**src/rtl/bsa_pkg.sv**
```systemverilog
// Shared types and constants for the banker's safety allocator.
// Used by bsa_ctrl, bsa_datapath and bankers_safety_allocator; no dependencies.
package bsa_pkg;

   localparam int MAX_PROCESSES = 8;
   localparam int RESOURCES     = 4;
   localparam int COUNT_WIDTH   = 8;

   localparam int PID_W  = $clog2(MAX_PROCESSES);
   localparam int N_W    = $clog2(MAX_PROCESSES + 1);
   localparam int USED_W = COUNT_WIDTH + $clog2(MAX_PROCESSES);
   localparam int WORK_W = USED_W + 1;

   localparam logic [2:0] CSR_PROCESS_COUNT = 3'd0;
   localparam logic [2:0] CSR_TOTAL_BASE    = 3'd1;

   typedef logic [COUNT_WIDTH-1:0] count_type;
   typedef count_type [RESOURCES-1:0] vec_type;

   typedef enum logic [2:0] {
      KIND_NOP         = 3'd0,
      KIND_CLAIM       = 3'd1,
      KIND_REQUEST     = 3'd2,
      KIND_RELEASE     = 3'd3,
      KIND_RELEASE_ALL = 3'd4
   } kind_type;

   typedef enum logic [2:0] {
      STS_APPROVED     = 3'd0,
      STS_WAIT         = 3'd1,
      STS_UNSAFE       = 3'd2,
      STS_OVER_CLAIM   = 3'd3,
      STS_OVER_RELEASE = 3'd4
   } status_type;

   typedef enum logic [1:0] {
      ST_IDLE,
      ST_CHECK,
      ST_SCAN
   } ctl_state_type;

   typedef struct packed {
      logic load;
      logic eval;
      logic step;
   } dp_cmd_type;

   typedef struct packed {
      logic go_scan;
      logic scan_end;
   } dp_sts_type;

endpackage

```
**src/rtl/bsa_ctrl.sv**
```systemverilog
// Sequencer for the banker's safety allocator.
// Depends on bsa_pkg; drives the bsa_datapath command struct.
module bsa_ctrl (
   input  logic               clock,
   input  logic               reset,
   input  logic               start,
   input  bsa_pkg::dp_sts_type sts,
   output bsa_pkg::dp_cmd_type cmd,
   output logic               busy
);

   bsa_pkg::ctl_state_type state_ff, state_in;

   always_ff @(posedge clock) begin
      if (reset) begin
         state_ff <= bsa_pkg::ST_IDLE;
      end else begin
         state_ff <= state_in;
      end
   end

   always_comb begin
      state_in = state_ff;
      cmd      = '0;
      unique case (state_ff)
         bsa_pkg::ST_IDLE: begin
            if (start) begin
               cmd.load = 1'b1;
               state_in = bsa_pkg::ST_CHECK;
            end
         end
         bsa_pkg::ST_CHECK: begin
            cmd.eval = 1'b1;
            state_in = sts.go_scan ? bsa_pkg::ST_SCAN : bsa_pkg::ST_IDLE;
         end
         bsa_pkg::ST_SCAN: begin
            cmd.step = 1'b1;
            if (sts.scan_end) begin
               state_in = bsa_pkg::ST_IDLE;
            end
         end
         default: state_in = bsa_pkg::ST_IDLE;
      endcase
   end

   assign busy = (state_ff != bsa_pkg::ST_IDLE);

endmodule

```
**src/rtl/bsa_datapath.sv**
```systemverilog
// Tables, checks and safety scan of the banker's safety allocator.
// Depends on bsa_pkg; commanded by bsa_ctrl.
module bsa_datapath (
   input  logic                clock,
   input  logic                reset,
   input  bsa_pkg::dp_cmd_type  cmd,
   output bsa_pkg::dp_sts_type  sts,
   input  logic [2:0]          req_kind,
   input  logic [2:0]          req_process_id,
   input  bsa_pkg::vec_type     req_amount,
   input  logic                csr_we,
   input  logic [2:0]          csr_index,
   input  logic [7:0]          csr_wdata,
   output logic                rsp_valid,
   output logic [2:0]          rsp_status
);

   localparam int PW = bsa_pkg::PID_W;
   localparam int NW = bsa_pkg::N_W;
   localparam int CW = bsa_pkg::COUNT_WIDTH;
   localparam int UW = bsa_pkg::USED_W;
   localparam int WW = bsa_pkg::WORK_W;
   localparam int NR = bsa_pkg::RESOURCES;
   localparam int NP = bsa_pkg::MAX_PROCESSES;

   bsa_pkg::vec_type max_ff   [NP];
   bsa_pkg::vec_type alloc_ff [NP];
   bsa_pkg::vec_type free_ff;
   bsa_pkg::vec_type total_ff;
   logic [NR-1:0][UW-1:0] used_ff;
   logic [WW-1:0] work_ff [NR];
   logic [3:0]    pcount_ff;
   logic [2:0]    kind_ff;
   logic [PW-1:0] pid_ff;
   bsa_pkg::vec_type amt_ff;
   logic [NW-1:0] n_ff;
   logic [PW-1:0] idx_ff;
   logic [NP-1:0] done_ff;
   logic [NW-1:0] fin_ff;
   logic          prog_ff;
   logic [2:0]    status_ff;
   logic          rsp_valid_ff;

   logic [PW-1:0]    row;
   bsa_pkg::vec_type mrow, arow;
   logic inactive, claim_err, over, short, rel_err, fits, take, last, all_done;
   logic [NW-1:0] fin_nx;
   logic          prog_nx;
   logic [NW-1:0] n_load;
   logic [CW:0]   a_sum [NR];
   logic [CW:0]   need  [NR];
   logic [CW-1:0] rneed [NR];

   function automatic logic req_kind_is_request(input logic [2:0] k);
      return k == bsa_pkg::KIND_REQUEST;
   endfunction

   function automatic logic [CW-1:0] sat_add(input logic [CW-1:0] a, input logic [CW-1:0] b);
      logic [CW:0] s;
      s = {1'b0, a} + {1'b0, b};
      return s[CW] ? {CW{1'b1}} : s[CW-1:0];
   endfunction

   always_comb begin
      row = cmd.step ? idx_ff : pid_ff;
      mrow = max_ff[row];
      arow = alloc_ff[row];
      inactive  = ({{(NW-PW){1'b0}}, pid_ff} >= n_ff);
      claim_err = 1'b0;
      over      = 1'b0;
      short     = 1'b0;
      rel_err   = 1'b0;
      fits      = 1'b1;
      for (int r = 0; r < NR; r++) begin
         rneed[r] = (mrow[r] > arow[r]) ? mrow[r] - arow[r] : '0;
         if (amt_ff[r] > total_ff[r] || amt_ff[r] < arow[r]) claim_err = 1'b1;
         if (amt_ff[r] > rneed[r]) over = 1'b1;
         if (amt_ff[r] > free_ff[r]) short = 1'b1;
         if (amt_ff[r] > arow[r]) rel_err = 1'b1;
         a_sum[r] = {1'b0, arow[r]} + ((idx_ff == pid_ff) ? {1'b0, amt_ff[r]} : '0);
         need[r]  = ({1'b0, mrow[r]} > a_sum[r]) ? {1'b0, mrow[r]} - a_sum[r] : '0;
         if (WW'(need[r]) > work_ff[r]) fits = 1'b0;
      end
      take     = !done_ff[idx_ff] && fits;
      fin_nx   = fin_ff + NW'(take);
      prog_nx  = prog_ff | take;
      last     = ({{(NW-PW){1'b0}}, idx_ff} == n_ff - NW'(1));
      all_done = (fin_nx == n_ff);
      sts.go_scan  = cmd.eval && (req_kind_is_request(kind_ff)) && !inactive && !over && !short;
      sts.scan_end = cmd.step && (all_done || (last && !prog_nx));
      if (pcount_ff == '0) begin
         n_load = NW'(1);
      end else if (NW'(pcount_ff) > NW'(NP)) begin
         n_load = NW'(NP);
      end else begin
         n_load = NW'(pcount_ff);
      end
   end

   always_ff @(posedge clock) begin
      if (reset) begin
         pcount_ff    <= 4'(NP);
         total_ff     <= '0;
         free_ff      <= '0;
         used_ff      <= '0;
         rsp_valid_ff <= 1'b0;
         status_ff    <= bsa_pkg::STS_APPROVED;
         for (int p = 0; p < NP; p++) begin
            max_ff[p]   <= '0;
            alloc_ff[p] <= '0;
         end
      end else begin
         rsp_valid_ff <= 1'b0;
         if (csr_we) begin
            if (csr_index == bsa_pkg::CSR_PROCESS_COUNT) begin
               pcount_ff <= csr_wdata[3:0];
            end else begin
               for (int r = 0; r < NR; r++) begin
                  if (csr_index == bsa_pkg::CSR_TOTAL_BASE + 3'(r)) begin
                     total_ff[r] <= csr_wdata[CW-1:0];
                     free_ff[r]  <= (UW'(csr_wdata) > used_ff[r])
                                    ? CW'(UW'(csr_wdata) - used_ff[r]) : '0;
                  end
               end
            end
         end
         if (cmd.load) begin
            kind_ff <= req_kind;
            pid_ff  <= req_process_id;
            amt_ff  <= req_amount;
            n_ff    <= n_load;
         end
         if (cmd.eval) begin
            rsp_valid_ff <= !sts.go_scan;
            status_ff    <= bsa_pkg::STS_APPROVED;
            idx_ff       <= '0;
            done_ff      <= '0;
            fin_ff       <= '0;
            prog_ff      <= 1'b0;
            for (int r = 0; r < NR; r++) begin
               work_ff[r] <= WW'(free_ff[r] - amt_ff[r]);
            end
            if (!inactive) begin
               unique case (kind_ff)
                  bsa_pkg::KIND_CLAIM: begin
                     if (claim_err) begin
                        status_ff <= bsa_pkg::STS_OVER_CLAIM;
                     end else begin
                        max_ff[pid_ff] <= amt_ff;
                     end
                  end
                  bsa_pkg::KIND_REQUEST: begin
                     if (over) begin
                        status_ff <= bsa_pkg::STS_OVER_CLAIM;
                     end else if (short) begin
                        status_ff <= bsa_pkg::STS_WAIT;
                     end
                  end
                  bsa_pkg::KIND_RELEASE: begin
                     if (rel_err) begin
                        status_ff <= bsa_pkg::STS_OVER_RELEASE;
                     end else begin
                        for (int r = 0; r < NR; r++) begin
                           alloc_ff[pid_ff][r] <= arow[r] - amt_ff[r];
                           free_ff[r] <= sat_add(free_ff[r], amt_ff[r]);
                           used_ff[r] <= used_ff[r] - UW'(amt_ff[r]);
                        end
                     end
                  end
                  bsa_pkg::KIND_RELEASE_ALL: begin
                     for (int r = 0; r < NR; r++) begin
                        alloc_ff[pid_ff][r] <= '0;
                        free_ff[r] <= sat_add(free_ff[r], arow[r]);
                        used_ff[r] <= used_ff[r] - UW'(arow[r]);
                     end
                  end
                  default: ;
               endcase
            end
         end
         if (cmd.step) begin
            fin_ff  <= fin_nx;
            prog_ff <= prog_nx;
            if (take) begin
               done_ff[idx_ff] <= 1'b1;
               for (int r = 0; r < NR; r++) begin
                  work_ff[r] <= work_ff[r] + WW'(a_sum[r]);
               end
            end
            if (sts.scan_end) begin
               rsp_valid_ff <= 1'b1;
               if (all_done) begin
                  status_ff <= bsa_pkg::STS_APPROVED;
                  for (int r = 0; r < NR; r++) begin
                     alloc_ff[pid_ff][r] <= alloc_ff[pid_ff][r] + amt_ff[r];
                     free_ff[r] <= free_ff[r] - amt_ff[r];
                     used_ff[r] <= used_ff[r] + UW'(amt_ff[r]);
                  end
               end else begin
                  status_ff <= bsa_pkg::STS_UNSAFE;
               end
            end else if (last) begin
               idx_ff  <= '0;
               prog_ff <= 1'b0;
            end else begin
               idx_ff <= idx_ff + PW'(1);
            end
         end
      end
   end

   assign rsp_valid  = rsp_valid_ff;
   assign rsp_status = status_ff;

endmodule

```
**src/rtl/bankers_safety_allocator.sv**
```systemverilog
// A transaction is accepted when start is high and busy is low. Claims,
// releases, no-ops and rejected requests answer from the check state; the result
// is registered as that state ends. A request that reaches the safety check answers
// when the scan, which compares one process per cycle, ends.
// One transaction at a time; the result strobe cannot be stalled.
// Reset (synchronous, active high): empty tables, no free instances, process count 8.
module bankers_safety_allocator (
   input  logic       clock,
   input  logic       reset,
   input  logic       start,
   output logic       busy,
   input  logic [2:0] req_kind,
   input  logic [2:0] req_process_id,
   input  logic [7:0] req_amount_0,
   input  logic [7:0] req_amount_1,
   input  logic [7:0] req_amount_2,
   input  logic [7:0] req_amount_3,
   output logic       rsp_valid,
   output logic [2:0] rsp_status,
   input  logic       csr_we,
   input  logic [2:0] csr_index,
   input  logic [7:0] csr_wdata
);

   // The controller sequences check, scan and response; the datapath holds
   // every table and does all arithmetic.
   bsa_pkg::dp_cmd_type cmd;
   bsa_pkg::dp_sts_type sts;
   bsa_pkg::vec_type    amount;

   assign amount = {req_amount_3, req_amount_2, req_amount_1, req_amount_0};

   bsa_ctrl u_ctrl (
      .clock (clock),
      .reset (reset),
      .start (start),
      .sts   (sts),
      .cmd   (cmd),
      .busy  (busy)
   );

   bsa_datapath u_datapath (
      .clock          (clock),
      .reset          (reset),
      .cmd            (cmd),
      .sts            (sts),
      .req_kind       (req_kind),
      .req_process_id (req_process_id),
      .req_amount     (amount),
      .csr_we         (csr_we),
      .csr_index      (csr_index),
      .csr_wdata      (csr_wdata),
      .rsp_valid      (rsp_valid),
      .rsp_status     (rsp_status)
   );

`ifndef SYNTH
   // An accepted transaction always makes the block busy in the next cycle.
   a_accept_busy: assert property (@(posedge clock) disable iff (reset)
      start && !busy |=> busy) else $error("accepted transaction did not start");
   // Results are never back to back.
   a_single_strobe: assert property (@(posedge clock) disable iff (reset)
      rsp_valid |=> !rsp_valid) else $error("result strobe repeated");
   // A result strobe always follows a busy cycle.
   a_strobe_after_busy: assert property (@(posedge clock) disable iff (reset)
      rsp_valid |-> $past(busy)) else $error("result without a transaction");
   // Status codes stay within the defined range.
   a_status_range: assert property (@(posedge clock) disable iff (reset)
      rsp_valid |-> rsp_status <= bsa_pkg::STS_OVER_RELEASE)
      else $error("undefined status code");
`endif

endmodule

```
**config.mk**
```make
export PLATFORM = sky130hd
export DESIGN_NAME = bankers_safety_allocator
export DESIGN_NICKNAME = d
export VERILOG_FILES = /design/src/rtl/bsa_pkg.sv /design/src/rtl/bsa_ctrl.sv /design/src/rtl/bsa_datapath.sv /design/src/rtl/bankers_safety_allocator.sv
export SDC_FILE = /design/constraint.sdc
export NUM_CORES = 2
export LEC_CHECK = 0
export BUFFER_PORTS_ARGS = -buffer_cell sky130_fd_sc_hd__buf_2
export CAP_MARGIN = 20
export CELL_PAD_IN_SITES_DETAIL_PLACEMENT = 1
export CELL_PAD_IN_SITES_GLOBAL_PLACEMENT = 2
export CORE_ASPECT_RATIO = 1.1
export CORE_UTILIZATION = 45
export DETAILED_ROUTE_END_ITERATION = 12
export GPL_ROUTABILITY_DRIVEN = 0
export PLACE_DENSITY_LB_ADDON = 0.1
export REMOVE_ABC_BUFFERS = 1
export SLEW_MARGIN = 10
export SYNTH_ARGS = -nofsm -noshare
export SYNTH_HDL_FRONTEND = slang
export SYNTH_SLANG_ARGS = --single-unit
```
**constraint.sdc**
```tcl
create_clock -name clock -period 27.1 [get_ports clock]
set_clock_uncertainty 0.1 [all_clocks]
set_input_delay 2.71 -clock clock [delete_from_list [all_inputs] [get_ports clock]]
set_output_delay 2.71 -clock clock [all_outputs]
set_load 0.01 [all_outputs]
```
==> results.py <==
metrics = {
    "drt": {
        "num_vias": 46800,
        "wl_per_cell_um": 26.3,
        "vias_per_cell": 6.14,
        "drt_wl_total_um": 200000,
        "remaining_drc_errors": 0,
        "drt_first_pass_iters": 5,
        "drtIter0Drc": 3481,
        "ant_nets": 0,
    },
    "sta": {
        "clock.fmax_mhz": 77.1,
        "period_needed_ps": 12980,
        "report.final.hold_viol_count": 0,
        "rsz0062_at_grt": "no",
        "setup_viol": 0,
        "post-route-period-util_pct": 47.9,
        "slew_viol_final": 0,
        "hold-worst-slack_ps": 354,
        "finalSetupTns_ps": 0,
        "tightest_slew_ps": 1140,
        "setup_ws_ps": 14120,
        "slew_headroom_pct": 23.5,
    },
    "clocking": {
        "cts_setup_buffers": 0,
        "clk_latency_ps": 710,
        "cts_sinks": 739,
        "cts_resized": 0,
        "cts_tree": "built",
        "clkTransAtPathRegs_ps": 60,
        "htreeDepth": 3,
        "clock_tree.root_cell": "clkbuf_16",
        "cts_buffer_depth": 3,
        "ctsHoldBuffers": 0,
        "cts_inserted_buffers": 87,
    },
    "critical_path": {
        "critPathMaxFanout": 62,
        "critPathRequiredTime_ps": 27300,
        "cp.arrival_ps": 13180,
        "slowest_stage": "nand2_2",
        "start_kind": "flop",
        "worstSetupPathType": "reg -> reg",
        "slowest_delay_ps": 1180,
        "end_kind": "flop",
    },
    "floorplanning": {
        "num_rows": 133,
        "dieHeight_um": 368,
        "io_pins": 58,
        "initial_core_util_pct": 45.6,
        "coreArea_um2": 120000,
        "die_area_um2": 123000,
        "dieWidth_um": 334,
    },
    "status": {
        "status": "complete, no violations",
    },
    "layout": {
        "layout_commonest_cell": "nand2_1",
        "layout_common_cells": "nand2_1, edfxtp_1, ha_1",
        "fillers": 13800,
        "drive_gt1_share_pct": 8.59,
        "finalNetCount": 6556,
        "area_delta_synth_final_pct": 9.37,
    },
    "synthesis": {
        "synth.distinct_cells": 92,
        "synth_area_per_cell_um2": 9.13,
        "synth-edff-count": 618,
        "synthesis.instances": 5990,
        "synthesis.area_um2": 54700,
        "synthFlopType": "edfxtp_1",
        "synthArstFlopShare_pct": 0,
        "yosysSeqAreaShare_pct": 38.3,
        "yosysWarningCount": 0,
        "ys_ff_latch": 739,
    },
    "global_routing": {
        "grt_overflow": 0,
        "grt_pass1_wl_um": 301000,
        "grt_max_degree": 114,
        "antenna_found_initial": 4,
        "first_global_vias": 48600,
        "gr-usage-all-layers_pct": 32.3,
    },
    "place": {
        "place_hpwl_um": 140000,
        "pre_cts_ws_ps": 14150,
        "portBuffers": 57,
    },
    "worst_hold_path": {
        "hold_class": "reg -> reg",
    },
    "run": {
        "maxCapViolCount": 0,
    },
    "power": {
        "p_per_area_nw_per_um2": 54.7,
        "ir_drop_v": 0.0000550,
        "p_leak_nw": 23.8,
    },
}
==> synthesized netlist by cell type (all sizes together) (11+ instances only) <==
master / n / area share, %
nand2: 804 / 5.5
edfxtp: 618 / 34
ha: 518 / 12
nor2: 480 / 3.3
inv: 399 / 2.7
a21oi: 361 / 3.3
clkbuf: 293 / 2.0
o21ai: 284 / 2.6
nor3: 261 / 2.4
xnor2: 212 / 3.4
nand3: 177 / 1.6
dfxtp: 121 / 4.4
a21o: 110 / 1.5
nor4: 101 / 1.2
xor2: 94 / 1.5
and3: 91 / 1.0
nor2b: 87 / 0.99
a31oi: 82 / 0.94
o21bai: 77 / 1.1
a211oi: 64 / 0.90
mux4: 64 / 2.6
mux2i: 57 / 1.0
fa: 52 / 1.9
o21a: 49 / 0.67
nand2b: 48 / 0.55
o22ai: 44 / 0.50
a221oi: 42 / 0.67
nand4: 42 / 0.48
buf: 34 / 0.28
mux2: 34 / 0.70
a22oi: 29 / 0.40
o31ai: 24 / 0.33
a21boi: 20 / 0.27
and2: 19 / 0.22
or2: 14 / 0.16
o221ai: 13 / 0.21
o32ai: 11 / 0.21
==> sequential cells by signal (all words and copies together), names as in the netlist, 4 cells and up, named ones only <==
name and flops:
u_datapath.alloc_ff 256, u_datapath.max_ff 256, u_datapath.work_ff 48, u_datapath.used_ff 44
u_datapath.amt_ff 32, u_datapath.free_ff 32, u_datapath.total_ff 32, u_datapath.done_ff 8
u_datapath.fin_ff 4, u_datapath.n_ff 4, u_datapath.pcount_ff 4
==> critical path: cells and delay by family (launching register included) <==
kind,cells,cell delay [ps]
buffers and inverters,9,2830
adders and majority gates,7,1740
DFF,1,330
AOI/OAI and AO/OA,12,2470
muxes,2,420
xor gates and xnor gates,2,320
and+or+nand+nor,13,4230
==> layout make-up <==
type	instances	area (um2)	share of cell area (%)
clock inverters	48	403	0.673
repair buffers	181	1290	2.15
well taps	1620	2030	3.39
clock buffers	112	2380	3.97
multi-input cells	4522	31200	52.2
flip-flops and latches	739	21000	35.1
diodes	2	5.00	0.00836
inverters	402	1510	2.53
==> metal layers <==
metal	up-vias	routed length, um	track usage, %
met5	-	34	0
met4	4	7270	12.3
met3	345	11200	4.03
met2	1334	94000	53.6
met1	23700	87800	42.9
li1	21500	-	-
==> metrics by stage <==
stage | util (%) | instances | total power [W] | instance area [um2]
finish | 49.9 | 7626 | 0.00327 | 59800
global route | 49.9 | 7625 | 0.00341 | 59800
CTS | 49.8 | 7620 | 0.00328 | 59800
detailed placement | 47.5 | 7460 | 0.00210 | 57000
global placement | 47.5 | 7458 | 0.00208 | 57000
floorplan | - | 5663 | 0.00185 | 53500
==> logic make-up after synthesis <==
group / count (synthesis) / synth area share [%]
compound gates: 1321 / 15.4
xor+xnor: 307 / 4.94
fa+ha+maj: 579 / 13.9
buf+inv: 729 / 5.05
flops: 739 / 38.3
mux: 155 / 4.38
simple gates: 2160 / 17.9
==> report_power, final <==
group	internal (W)	leakage, nW	switching (W)	total [W]
Combinational	0.000293	15.2	0.000501	0.000793
Sequential	0.00127	7.22	0.0000253	0.00129
Clock	0.000669	1.34	0.000516	0.00118
Total	0.00223	23.8	0.00104	0.00327
==> worst paths after layout <==
kind,cells past startpoint,slack (ps),startpoint,endpoint
max,45,14120,u_ctrl.state_ff[0],u_datapath.alloc_ff[7][21]
min,2,350,u_datapath.total_ff[30],u_datapath.total_ff[30]
max reg2reg,45,14120,u_ctrl.state_ff[0],u_datapath.alloc_ff[7][21]
min reg2reg,2,350,u_datapath.total_ff[30],u_datapath.total_ff[30]
Power figures use the tool's default switching activity.
